File: src/rtl/sm4_pkg.sv
// sm4_pkg: constants, s-box table and round helper functions for the sm4 cipher core
// used by sm4_cbc_block_cipher_core; depends on nothing else
package sm4_pkg;

   localparam int ROUNDS = 32;
   localparam int RIDX_W = $clog2(ROUNDS);

   // configuration port
   localparam int CSR_AW = 6;
   localparam int CSR_DW = 64;
   localparam logic [2:0] REG_KEY_HIGH = 3'd0;
   localparam logic [2:0] REG_KEY_LOW  = 3'd1;
   localparam logic [2:0] REG_IV_HIGH  = 3'd2;
   localparam logic [2:0] REG_IV_LOW   = 3'd3;
   localparam logic [2:0] REG_DECRYPT  = 3'd4;
   localparam logic [2:0] REG_CHAINING = 3'd5;

   typedef logic [31:0] word_type;

   localparam word_type FK0 = 32'ha3b1bac6;
   localparam word_type FK1 = 32'h56aa3350;
   localparam word_type FK2 = 32'h677d9197;
   localparam word_type FK3 = 32'hb27022dc;

   localparam logic [7:0] SBOX [256] = '{
      8'hd6,8'h90,8'he9,8'hfe,8'hcc,8'he1,8'h3d,8'hb7,8'h16,8'hb6,8'h14,8'hc2,8'h28,8'hfb,8'h2c,8'h05,
      8'h2b,8'h67,8'h9a,8'h76,8'h2a,8'hbe,8'h04,8'hc3,8'haa,8'h44,8'h13,8'h26,8'h49,8'h86,8'h06,8'h99,
      8'h9c,8'h42,8'h50,8'hf4,8'h91,8'hef,8'h98,8'h7a,8'h33,8'h54,8'h0b,8'h43,8'hed,8'hcf,8'hac,8'h62,
      8'he4,8'hb3,8'h1c,8'ha9,8'hc9,8'h08,8'he8,8'h95,8'h80,8'hdf,8'h94,8'hfa,8'h75,8'h8f,8'h3f,8'ha6,
      8'h47,8'h07,8'ha7,8'hfc,8'hf3,8'h73,8'h17,8'hba,8'h83,8'h59,8'h3c,8'h19,8'he6,8'h85,8'h4f,8'ha8,
      8'h68,8'h6b,8'h81,8'hb2,8'h71,8'h64,8'hda,8'h8b,8'hf8,8'heb,8'h0f,8'h4b,8'h70,8'h56,8'h9d,8'h35,
      8'h1e,8'h24,8'h0e,8'h5e,8'h63,8'h58,8'hd1,8'ha2,8'h25,8'h22,8'h7c,8'h3b,8'h01,8'h21,8'h78,8'h87,
      8'hd4,8'h00,8'h46,8'h57,8'h9f,8'hd3,8'h27,8'h52,8'h4c,8'h36,8'h02,8'he7,8'ha0,8'hc4,8'hc8,8'h9e,
      8'hea,8'hbf,8'h8a,8'hd2,8'h40,8'hc7,8'h38,8'hb5,8'ha3,8'hf7,8'hf2,8'hce,8'hf9,8'h61,8'h15,8'ha1,
      8'he0,8'hae,8'h5d,8'ha4,8'h9b,8'h34,8'h1a,8'h55,8'had,8'h93,8'h32,8'h30,8'hf5,8'h8c,8'hb1,8'he3,
      8'h1d,8'hf6,8'he2,8'h2e,8'h82,8'h66,8'hca,8'h60,8'hc0,8'h29,8'h23,8'hab,8'h0d,8'h53,8'h4e,8'h6f,
      8'hd5,8'hdb,8'h37,8'h45,8'hde,8'hfd,8'h8e,8'h2f,8'h03,8'hff,8'h6a,8'h72,8'h6d,8'h6c,8'h5b,8'h51,
      8'h8d,8'h1b,8'haf,8'h92,8'hbb,8'hdd,8'hbc,8'h7f,8'h11,8'hd9,8'h5c,8'h41,8'h1f,8'h10,8'h5a,8'hd8,
      8'h0a,8'hc1,8'h31,8'h88,8'ha5,8'hcd,8'h7b,8'hbd,8'h2d,8'h74,8'hd0,8'h12,8'hb8,8'he5,8'hb4,8'hb0,
      8'h89,8'h69,8'h97,8'h4a,8'h0c,8'h96,8'h77,8'h7e,8'h65,8'hb9,8'hf1,8'h09,8'hc5,8'h6e,8'hc6,8'h84,
      8'h18,8'hf0,8'h7d,8'hec,8'h3a,8'hdc,8'h4d,8'h20,8'h79,8'hee,8'h5f,8'h3e,8'hd7,8'hcb,8'h39,8'h48
   };

   // byte-wise s-box substitution
   function automatic word_type tau(input word_type x);
      return {SBOX[x[31:24]], SBOX[x[23:16]], SBOX[x[15:8]], SBOX[x[7:0]]};
   endfunction

   // data path linear transform: b ^ rotl2 ^ rotl10 ^ rotl18 ^ rotl24
   function automatic word_type l_crypt(input word_type b);
      return b ^ {b[29:0], b[31:30]} ^ {b[21:0], b[31:22]}
               ^ {b[13:0], b[31:14]} ^ {b[7:0], b[31:8]};
   endfunction

   // key schedule linear transform: b ^ rotl13 ^ rotl23
   function automatic word_type l_key(input word_type b);
      return b ^ {b[18:0], b[31:19]} ^ {b[8:0], b[31:9]};
   endfunction

   // ck byte j of round i is 7 * (4i + j) mod 256
   function automatic word_type ck_word(input logic [RIDX_W-1:0] i);
      word_type   w;
      logic [7:0] n;
      w = '0;
      for (int j = 0; j < 4; j++) begin
         n = {1'b0, i, 2'(j)};
         w = {w[23:0], 8'(n * 8'd7)};
      end
      return w;
   endfunction

endpackage

File: src/rtl/sm4_cbc_block_cipher_core.sv
// sm4_cbc_block_cipher_core: sm4 block cipher, ecb or cbc, with on-chip key schedule
// depends on sm4_pkg
//
// usage
//  - req channel (valid/ready): one 128-bit block per beat, split into block_high
//    (bytes 0..7) and block_low (bytes 8..15), plus restart_chain to reload the
//    chain value from the iv before the block is used
//  - rsp channel (valid/ready): one 128-bit result beat per request beat
//  - csr port (apb style, 64-bit data, register i at byte address 8*i): key, iv,
//    decrypt and chaining mode; write only while the core is idle
//  - a block runs its 32 rounds, one per cycle, through the single shared round unit
//    (xor, s-box, linear transform), then a finish state for the output and chain
//    update; req_ready rises together with rsp valid, so a new block is accepted
//    only after the last one has left the round loop
//  - a write to either key register starts a key expansion on the same round unit:
//    a start step and 32 rounds, with req_ready low until it is done
//  - reset clears the csr registers (chaining resets to cbc), the chain value and
//    the rsp valid flag, then expands the all-zero key with req_ready low
//  - when the receiver stalls, the result waits in the rsp register; the next block
//    may be accepted and runs its rounds, but it is held in the finish cycle until
//    the pending result beat has been taken
module sm4_cbc_block_cipher_core #(
   parameter int ROUNDS = sm4_pkg::ROUNDS
) (
   input  logic                        clock,
   input  logic                        reset,
   // request channel
   input  logic                        req_valid,
   output logic                        req_ready,
   input  logic [63:0]                 req_block_high,
   input  logic [63:0]                 req_block_low,
   input  logic                        req_restart_chain,
   // result channel
   output logic                        rsp_valid,
   input  logic                        rsp_ready,
   output logic [63:0]                 rsp_result_high,
   output logic [63:0]                 rsp_result_low,
   // configuration port
   input  logic                        psel,
   input  logic                        penable,
   input  logic                        pwrite,
   input  logic [sm4_pkg::CSR_AW-1:0]  paddr,
   input  logic [sm4_pkg::CSR_DW-1:0]  pwdata,
   output logic [sm4_pkg::CSR_DW-1:0]  prdata,
   output logic                        pready
);

   localparam int RIDX_W = $clog2(ROUNDS);
   localparam logic [RIDX_W-1:0] LAST_RND = RIDX_W'(ROUNDS - 1);

   // sequencer states
   localparam logic [1:0] S_IDLE  = 2'd0;
   localparam logic [1:0] S_KEYX  = 2'd1;
   localparam logic [1:0] S_CRYPT = 2'd2;
   localparam logic [1:0] S_FIN   = 2'd3;

   // csr registers
   logic [63:0] key_high_ff, key_low_ff, iv_high_ff, iv_low_ff;
   logic        decrypt_ff, chaining_ff;
   logic        kx_pend_ff, kx_pend_in;

   // sequencer and data path state
   logic [1:0]           state_ff, state_in;
   logic [RIDX_W-1:0]    cnt_ff, cnt_in;
   sm4_pkg::word_type    x_ff [4];
   sm4_pkg::word_type    x_in [4];
   logic [63:0]          blk_high_ff, blk_high_in, blk_low_ff, blk_low_in;
   logic [63:0]          chain_high_ff, chain_high_in, chain_low_ff, chain_low_in;
   logic                 rsp_valid_ff, rsp_valid_in;
   logic [63:0]          rsp_high_ff, rsp_high_in, rsp_low_ff, rsp_low_in;
   sm4_pkg::word_type    rk_ff [ROUNDS];
   logic                 rk_we;

   logic              csr_wr, key_wr, load_key, req_take, fin_take;
   logic [2:0]        csr_idx;
   logic [RIDX_W-1:0] rk_idx;
   sm4_pkg::word_type rk_word, t_word, b_word, nx_word;
   logic [63:0]       cv_high, cv_low, rev_high, rev_low;

   // ---------------------------------------------------------------- csr port
   assign pready  = 1'b1;
   assign csr_wr  = psel & penable & pwrite;
   assign csr_idx = paddr[5:3];
   assign key_wr  = csr_wr && (csr_idx inside {sm4_pkg::REG_KEY_HIGH, sm4_pkg::REG_KEY_LOW});

   always_comb begin
      case (csr_idx)
         sm4_pkg::REG_KEY_HIGH: prdata = key_high_ff;
         sm4_pkg::REG_KEY_LOW:  prdata = key_low_ff;
         sm4_pkg::REG_IV_HIGH:  prdata = iv_high_ff;
         sm4_pkg::REG_IV_LOW:   prdata = iv_low_ff;
         sm4_pkg::REG_DECRYPT:  prdata = {63'd0, decrypt_ff};
         sm4_pkg::REG_CHAINING: prdata = {63'd0, chaining_ff};
         default:               prdata = '0;
      endcase
   end

   always_ff @(posedge clock) begin
      if (reset) begin
         key_high_ff <= '0;
         key_low_ff  <= '0;
         iv_high_ff  <= '0;
         iv_low_ff   <= '0;
         decrypt_ff  <= 1'b0;
         chaining_ff <= 1'b1;
      end else if (csr_wr) begin
         case (csr_idx)
            sm4_pkg::REG_KEY_HIGH: key_high_ff <= pwdata;
            sm4_pkg::REG_KEY_LOW:  key_low_ff  <= pwdata;
            sm4_pkg::REG_IV_HIGH:  iv_high_ff  <= pwdata;
            sm4_pkg::REG_IV_LOW:   iv_low_ff   <= pwdata;
            sm4_pkg::REG_DECRYPT:  decrypt_ff  <= pwdata[0];
            sm4_pkg::REG_CHAINING: chaining_ff <= pwdata[0];
            default: ;
         endcase
      end
   end

   // ---------------------------------------------------------- shared round unit
   // decryption walks the round keys backwards
   assign rk_idx  = decrypt_ff ? (LAST_RND - cnt_ff) : cnt_ff;
   assign rk_word = (state_ff == S_KEYX) ? sm4_pkg::ck_word(cnt_ff) : rk_ff[rk_idx];
   assign t_word  = x_ff[1] ^ x_ff[2] ^ x_ff[3] ^ rk_word;
   assign b_word  = sm4_pkg::tau(t_word);
   assign nx_word = x_ff[0] ^ ((state_ff == S_KEYX) ? sm4_pkg::l_key(b_word)
                                                    : sm4_pkg::l_crypt(b_word));

   // final word reversal
   assign rev_high = {x_ff[3], x_ff[2]};
   assign rev_low  = {x_ff[1], x_ff[0]};

   // chain value seen by the accepted block
   assign cv_high = req_restart_chain ? iv_high_ff : chain_high_ff;
   assign cv_low  = req_restart_chain ? iv_low_ff  : chain_low_ff;

   // --------------------------------------------------------------- sequencer
   assign req_ready = (state_ff == S_IDLE) && !kx_pend_ff;
   assign req_take  = req_valid && req_ready;
   assign load_key  = kx_pend_ff && (state_ff inside {S_IDLE, S_KEYX});
   assign fin_take  = (state_ff == S_FIN) && (!rsp_valid_ff || rsp_ready);

   // a key write during a load keeps the request pending
   assign kx_pend_in = key_wr || (kx_pend_ff && !load_key);

   always_comb begin
      state_in      = state_ff;
      cnt_in        = cnt_ff;
      x_in          = x_ff;
      blk_high_in   = blk_high_ff;
      blk_low_in    = blk_low_ff;
      chain_high_in = chain_high_ff;
      chain_low_in  = chain_low_ff;
      rsp_high_in   = rsp_high_ff;
      rsp_low_in    = rsp_low_ff;
      rk_we         = 1'b0;

      if (load_key) begin
         // start (or restart) the key schedule from the key registers
         x_in[0]  = key_high_ff[63:32] ^ sm4_pkg::FK0;
         x_in[1]  = key_high_ff[31:0]  ^ sm4_pkg::FK1;
         x_in[2]  = key_low_ff[63:32]  ^ sm4_pkg::FK2;
         x_in[3]  = key_low_ff[31:0]   ^ sm4_pkg::FK3;
         cnt_in   = '0;
         state_in = S_KEYX;
      end else begin
         case (state_ff)
            S_IDLE: begin
               if (req_take) begin
                  chain_high_in = cv_high;
                  chain_low_in  = cv_low;
                  blk_high_in   = req_block_high;
                  blk_low_in    = req_block_low;
                  if (chaining_ff && !decrypt_ff) begin
                     // cbc encrypt whitens the input with the chain value
                     x_in[0] = req_block_high[63:32] ^ cv_high[63:32];
                     x_in[1] = req_block_high[31:0]  ^ cv_high[31:0];
                     x_in[2] = req_block_low[63:32]  ^ cv_low[63:32];
                     x_in[3] = req_block_low[31:0]   ^ cv_low[31:0];
                  end else begin
                     x_in[0] = req_block_high[63:32];
                     x_in[1] = req_block_high[31:0];
                     x_in[2] = req_block_low[63:32];
                     x_in[3] = req_block_low[31:0];
                  end
                  cnt_in   = '0;
                  state_in = S_CRYPT;
               end
            end
            S_KEYX: begin
               rk_we   = 1'b1;
               x_in[0] = x_ff[1];
               x_in[1] = x_ff[2];
               x_in[2] = x_ff[3];
               x_in[3] = nx_word;
               if (cnt_ff == LAST_RND) begin
                  cnt_in   = '0;
                  state_in = S_IDLE;
               end else begin
                  cnt_in = cnt_ff + 1'b1;
               end
            end
            S_CRYPT: begin
               x_in[0] = x_ff[1];
               x_in[1] = x_ff[2];
               x_in[2] = x_ff[3];
               x_in[3] = nx_word;
               if (cnt_ff == LAST_RND) begin
                  cnt_in   = '0;
                  state_in = S_FIN;
               end else begin
                  cnt_in = cnt_ff + 1'b1;
               end
            end
            S_FIN: begin
               // wait for the rsp register, then post-process and chain
               if (fin_take) begin
                  if (chaining_ff && decrypt_ff) begin
                     rsp_high_in   = rev_high ^ chain_high_ff;
                     rsp_low_in    = rev_low  ^ chain_low_ff;
                     chain_high_in = blk_high_ff;
                     chain_low_in  = blk_low_ff;
                  end else begin
                     rsp_high_in = rev_high;
                     rsp_low_in  = rev_low;
                     if (chaining_ff) begin
                        chain_high_in = rev_high;
                        chain_low_in  = rev_low;
                     end
                  end
                  state_in = S_IDLE;
               end
            end
            default: state_in = S_IDLE;
         endcase
      end
   end

   assign rsp_valid_in = (rsp_valid_ff && !rsp_ready) || fin_take;

   always_ff @(posedge clock) begin
      if (reset) begin
         state_ff      <= S_IDLE;
         cnt_ff        <= '0;
         kx_pend_ff    <= 1'b1;   // expand the reset key
         chain_high_ff <= '0;
         chain_low_ff  <= '0;
         rsp_valid_ff  <= 1'b0;
      end else begin
         state_ff      <= state_in;
         cnt_ff        <= cnt_in;
         kx_pend_ff    <= kx_pend_in;
         chain_high_ff <= chain_high_in;
         chain_low_ff  <= chain_low_in;
         rsp_valid_ff  <= rsp_valid_in;
      end
   end

   // payload registers, no reset
   always_ff @(posedge clock) begin
      x_ff        <= x_in;
      blk_high_ff <= blk_high_in;
      blk_low_ff  <= blk_low_in;
      rsp_high_ff <= rsp_high_in;
      rsp_low_ff  <= rsp_low_in;
      if (rk_we) begin
         rk_ff[cnt_ff] <= nx_word;
      end
   end

   assign rsp_valid       = rsp_valid_ff;
   assign rsp_result_high = rsp_high_ff;
   assign rsp_result_low  = rsp_low_ff;

endmodule

File: config.mk
export PLATFORM = sky130hd
export DESIGN_NAME = sm4_cbc_block_cipher_core
export DESIGN_NICKNAME = d
export VERILOG_FILES = /design/src/rtl/sm4_pkg.sv /design/src/rtl/sm4_cbc_block_cipher_core.sv
export SDC_FILE = /design/constraint.sdc
export NUM_CORES = 2
export LEC_CHECK = 0
export ABC_AREA = 1
export ABC_CLOCK_PERIOD_IN_PS = 12200
export BUFFER_PORTS_ARGS = -buffer_cell sky130_fd_sc_hd__buf_2
export CORE_ASPECT_RATIO = 1.75
export CORE_MARGIN = 2
export CORE_UTILIZATION = 40
export DETAILED_ROUTE_END_ITERATION = 7
export PLACE_DENSITY = 0.55
export SYNTH_ARGS = -nofsm -noshare
export SYNTH_HDL_FRONTEND = slang
export SYNTH_SLANG_ARGS = --single-unit
File: constraint.sdc
create_clock -name clock -period 12.2 [get_ports clock]
set_clock_uncertainty 0.05 [all_clocks]
set_input_delay 1.83 -clock clock [delete_from_list [all_inputs] [get_ports clock]]
set_output_delay 1.83 -clock clock [all_outputs]
set_load 0.1 [all_outputs]
# After elaboration in Yosys (flattened, before gate mapping)
# Memory sizes are Yosys's and may differ from the RTL's.
# Index checks and enable logic that the tools add are counted.
[totals] out_inout_bits=195 n_memories=5 latch_bits=0 rom_bits=8192 wordCells=163 ramBits=1024 inputBits=206 ff_bits=779
[classes] div_mod_pow=0 eq_ne=18 shift=0 magnitude_cmp=4 n_mul=4 n_addsub=2 muxes=43 reduce_logical=39 bitwise_logic=27
[mem_list] memory="(no name shown)" depth=256 width=8 read_ports=1 rd_clocked_by_memory_dff=0 wr=0 line="sm4_pkg.sv:46" text="return {SBOX[x[31:24]], SBOX[x[23:16]], SBOX[x[15:8]], SBOX[x[7:0]]};"
[mem_list] memory="(no name shown)" depth=256 width=8 read_ports=1 rd_clocked_by_memory_dff=0 wr=0 line="sm4_pkg.sv:46"
[mem_list] memory="(no name shown)" depth=256 width=8 read_ports=1 rd_clocked_by_memory_dff=0 wr=0 line="sm4_pkg.sv:46"
[mem_list] memory="(no name shown)" depth=256 width=8 read_ports=1 rd_clocked_by_memory_dff=0 wr=0 line="sm4_pkg.sv:46"
[mem_list] memory="rk_ff" depth=32 width=32 read_ports=1 rd_clocked_by_memory_dff=0 wr=1 line="sm4_cbc_block_cipher_core.sv:71" text="sm4_pkg::word_type rk_ff [ROUNDS];"
[ops] cell="$mux 64" n=12
[ops] cell="$xor 32x32->32" n=14
[ops] cell="$mux 128" n=3
[ops] cell="$pmux 64 s6" n=1
[ops] cell="$pmux 128 s2" n=1
[ops] cell="$pmux 64 s2" n=2
[ops] cell="$xor 64x64->64" n=2
[ops] cell="$mux 32" n=2
[ops] cell="$mux 8" n=8
[ops] cell="$ge 9x9->1 const B" n=4
[ops] cell="$not 8->9" n=4
[ops] cell="$not 14->14" n=2
[ops] cell="$not 19->19" n=1
[ops] cell="$not 17->17" n=1
[ops] cell="$mul 7x3->8 const B" n=2
[ops] cell="$reduce_and 2->1" n=8
[ops] cell="$mux 5" n=3
[ops] cell="$pmux 5 s2" n=1
[ops] cell="$logic_and 1x1->1" n=9
[ops] cell="$ne 3x3->1 const B" n=3
[ops] cell="$mux 2" n=4
[ops] cell="$pmux 2 s4" n=1
[ops] cell="$reduce_and 4->1" n=2
[ops] cell="$reduce_bool 2->1" n=4
[ops] cell="other kinds (24)" n=43

# Logic depth before layout (Yosys ltp)
# An unclocked memory read counts as a cell.
[depth] depth_word=17 ltp_mapped=42 mapped_depth_nobuf=38

# Least setup slack after synthesis
# OpenSTA, ideal clock, no wires.
[synth_timing] kind="in2reg" start="input rsp_ready" end="register rsp_high_ff[0] (netlist: rsp_result_high[0]), enable pin" setup_ns=0.773 setup_slack_ns=0.835 n_path_buf=0 stages=2 arrival_ns=10.542 path_cell_list="nor2_1 nor3_1"
[synth_between] elab_chain_cells=3
[synth_lines] item="from (decl)" line="sm4_cbc_block_cipher_core.sv:35" text="input logic rsp_ready,"
[synth_lines] item="$logic_or 1x1->1" line="sm4_cbc_block_cipher_core.sv:140" text="assign fin_take = (state_ff == S_FIN) && (!rsp_valid_ff || rsp_ready);"
[synth_lines] item="$logic_and 1x1->1" line="sm4_cbc_block_cipher_core.sv:140"
[synth_lines] item="$reduce_and 3->1 (no line)"
[synth_lines] item="to (signal assigned)" line="sm4_cbc_block_cipher_core.sv:263" text="rsp_high_ff <= rsp_high_in;"
[synth_lines] item="to (decl)" line="sm4_cbc_block_cipher_core.sv:70" text="logic [63:0] rsp_high_ff, rsp_high_in, rsp_low_ff, rsp_low_in;"
# Every way passes these cells.
# A chain may end at the register's enable or synchronous reset.

==> parameters.txt <==
Parameter                              Value

Global routing
  Global-route usage over all layers    0.366
  Global-route wire length before repair    639000 microns
  Number of antenna violations at the first check in global routing    76
  Vias in the first global route    84500
  Total grt overflow    0
  Pin count of the biggest net entering global routing    175

Hold path
  Worst min-delay path class    flop to flop

Clocking
  Number of buffers inserted during clock tree synthesis    177
  Deepest clock path buffer count    4
  PostCTS Resize Cnt    0
  Clock tree from TritonCTS    built
  Clock latency on the worst-skew pair    0.92 ns
  Total number of clock tree sinks    1803
  Hold bufs inserted after CTS    0
  Clock edge transition at the registers on the reported setup and hold paths    0.07 ns
  CTS H-tree lvls    4
  Clock tree root buffer cell    sky130_fd_sc_hd__clkbuf_16
  Total setup buffers inserted after CTS    0

Timing
  Minimum clock period after layout    9.50 ns
  RSZ-0062 raised after global routing    false
  Total of endpoints with negative setup slack in the final report    0
  Max-Slew Margin vs Limit    0.0396
  Max Slew Vio Count    0
  Final Hold Fails    0
  Maximum achievable frequency    105 MHz
  Final Cycle Share    0.778
  Least-Margin Pin Slew    1.44 ns
  Final setup TNS    0 ns

Critical path
  Critical Path Source Type    flop
  Combined buffer and inverter count along the critical path    5
  Crit. End Element    flop
  Cell family with most CP delay    simple AND/OR/NAND/NOR gates
  Class of the most critical setup path    flop to flop
  Required time of the critical path    12.88 ns
  CP dominant cell by count    sky130_fd_sc_hd__nand2_1
  Largest incremental delay on the critical path    1.02 ns
  Crit path arrival time    10.18 ns
  Peak fanout along the critical path    121
  Slowest stage cell on the critical path    sky130_fd_sc_hd__nand2_1

Detailed routing
  WL/cell    30.9 microns
  Number of vias in the routed layout    88700
  Vias per cell    5.93
  Total DRC errors in the routed layout    0
  Wirelength, routed    462000 microns
  Antenna viol nets, final    0
  Iteration-0 DRC Markers    9727
  Iteration count of the initial detailed-routing pass    6

Place
  GP Congestion    1.05
  Half-perimeter wire length after placement    316000 microns
  Number of port buffers    396

Yosys
  Synth warn    0
  Synth cell types    58
  Largest cells by area after synthesis    sky130_fd_sc_hd__edfxtp_1, sky130_fd_sc_hd__nand2_1, sky130_fd_sc_hd__nand3_1
  Synthesized instance count    11600
  Top cell type by total area after synthesis    sky130_fd_sc_hd__edfxtp_1
  Post-Syn Nets    11900
  Post-synth EDFFs    1408
  Synth Cell Area    96700 sq um
  Ranking of synthesized cells by instance count    sky130_fd_sc_hd__nand2_1, sky130_fd_sc_hd__nand3_1, sky130_fd_sc_hd__edfxtp_1
  Share of synthesized area occupied by flip-flops and latches    0.519
  Most frequent cell after synthesis    sky130_fd_sc_hd__nand2_1
  Fraction of post-synthesis cell area in the top cell type by area    0.437
  Primary flip-flop cell chosen by synthesis mapping    sky130_fd_sc_hd__edfxtp_1
  Count of state elements after synthesis    1803
  Share of synthesized registers carrying an async set or reset    0
  Post-synthesis area per instance    8.34 sq um

Finish
  Fillers    23500
  Synthesis-to-finish area growth    10.5%
  Share of post-route cells with drive strength above 1    0.0941
  Total number of nets in the final design    11900

Die
  Die boundary height    654 microns
  Floorplan Core Area    240000 sq um
  Die Footprint    246000 sq um
  Width of the die    376 microns
  Number of placement rows    238
  Total I/O pin count    401
  Effective utilization at floorplan    0.402

Run status
  Status    completed

Run
  Max Cap Violations    0
[cell usage in the layout (no fill, tap or decap), types with 204 or more instances in the layout]
| master | instances |
|---|---|
| sky130_fd_sc_hd__nand2_1 | 3246 |
| sky130_fd_sc_hd__nand3_1 | 2215 |
| sky130_fd_sc_hd__edfxtp_1 | 1408 |
| sky130_fd_sc_hd__o21ai_0 | 888 |
| sky130_fd_sc_hd__inv_1 | 744 |
| sky130_fd_sc_hd__a21oi_1 | 506 |
| sky130_fd_sc_hd__buf_2 | 395 |
| sky130_fd_sc_hd__dfxtp_1 | 394 |
| sky130_fd_sc_hd__nor2_1 | 352 |
| sky130_fd_sc_hd__xor2_1 | 204 |
[cell type report]
cell class / count / area (sq um) / area share
timing repair buffer: 595 / 3710 / 0.0347
antenna: 91 / 228 / 0.00213
multi-input combinational: 8234 / 40000 / 0.375
inverter: 798 / 3040 / 0.0285
clock inverter: 87 / 953 / 0.00893
tap: 3120 / 3900 / 0.0366
clock buffer: 229 / 4750 / 0.0445
sequential: 1803 / 50200 / 0.470
[final timing paths]
path / start / end / slack, ns / cells after the start
worst max-delay path: decrypt_ff / rev_high[51] / 2.70 / 35
worst min-delay path: chain_high_ff[63] / chain_high_ff[63] / 0.42 / 2
worst max register to register: decrypt_ff / rev_high[51] / 2.70 / 35
worst min register to register: chain_high_ff[63] / chain_high_ff[63] / 0.42 / 2
[stage by stage]
stage,std cells,utilization,hold slack (ns),setup WS (ns),instance area [sq um]
2_1_floorplan,11600,-,0.389,0.835,96700
3_3_place_gp,14600,0.420,0.404,3.19,101000
3_5_place_dp,14600,0.420,0.411,3.19,101000
4_1_cts,14900,0.443,0.421,3.15,107000
5_1_grt,14900,0.444,0.436,2.55,107000
6_report,15000,0.444,0.417,2.70,107000
[per-layer routing]
layer / GRT usage / share of wire
met5: 0 / 0.00033
met4: 0.353 / 0.12
met3: 0.0664 / 0.074
met2: 0.618 / 0.48
met1: 0.379 / 0.33
[state kept, by name (all words and copies together), names as in the netlist]
name / cells
chain_high_ff: 64
chaining_ff: 1
rev_high: 64
rsp_valid: 1
rsp_result_high: 64
rev_low: 64
chain_low_ff: 64
iv_high_ff: 64
blk_low_ff: 64
key_high_ff: 64
cnt_ff: 5
blk_high_ff: 64
kx_pend_ff: 1
state_ff: 2
decrypt_ff: 1
rsp_result_low: 64
iv_low_ff: 64
key_low_ff: 64
rk_ff: 1024
[logic make-up (layout without fill, tap and decap cells)]
family	Yosys count	in the layout	share of synthesized area
AOI/OAI and AO/OA	1829	1829	0.104
xor gates and xnor gates	262	262	0.0248
adders and majority gates	62	62	0.00864
buffers and inverters	1549	1709	0.0716
DFF	1803	1803	0.519
other	1	92	0.0000388
and+or+nand+nor	6080	6080	0.271
[worst min-delay path: cells and delay by family (launching register included)]
kind                   cells  cell delay [ns]
buffers and inverters      1             0.06
AO/OA/AOI/OAI              1             0.05
flip-flops                 1             0.31
Power is left out: the tool's default activity adds up to more than one toggle a clock period on the data nets, which glitch-free logic cannot reach.
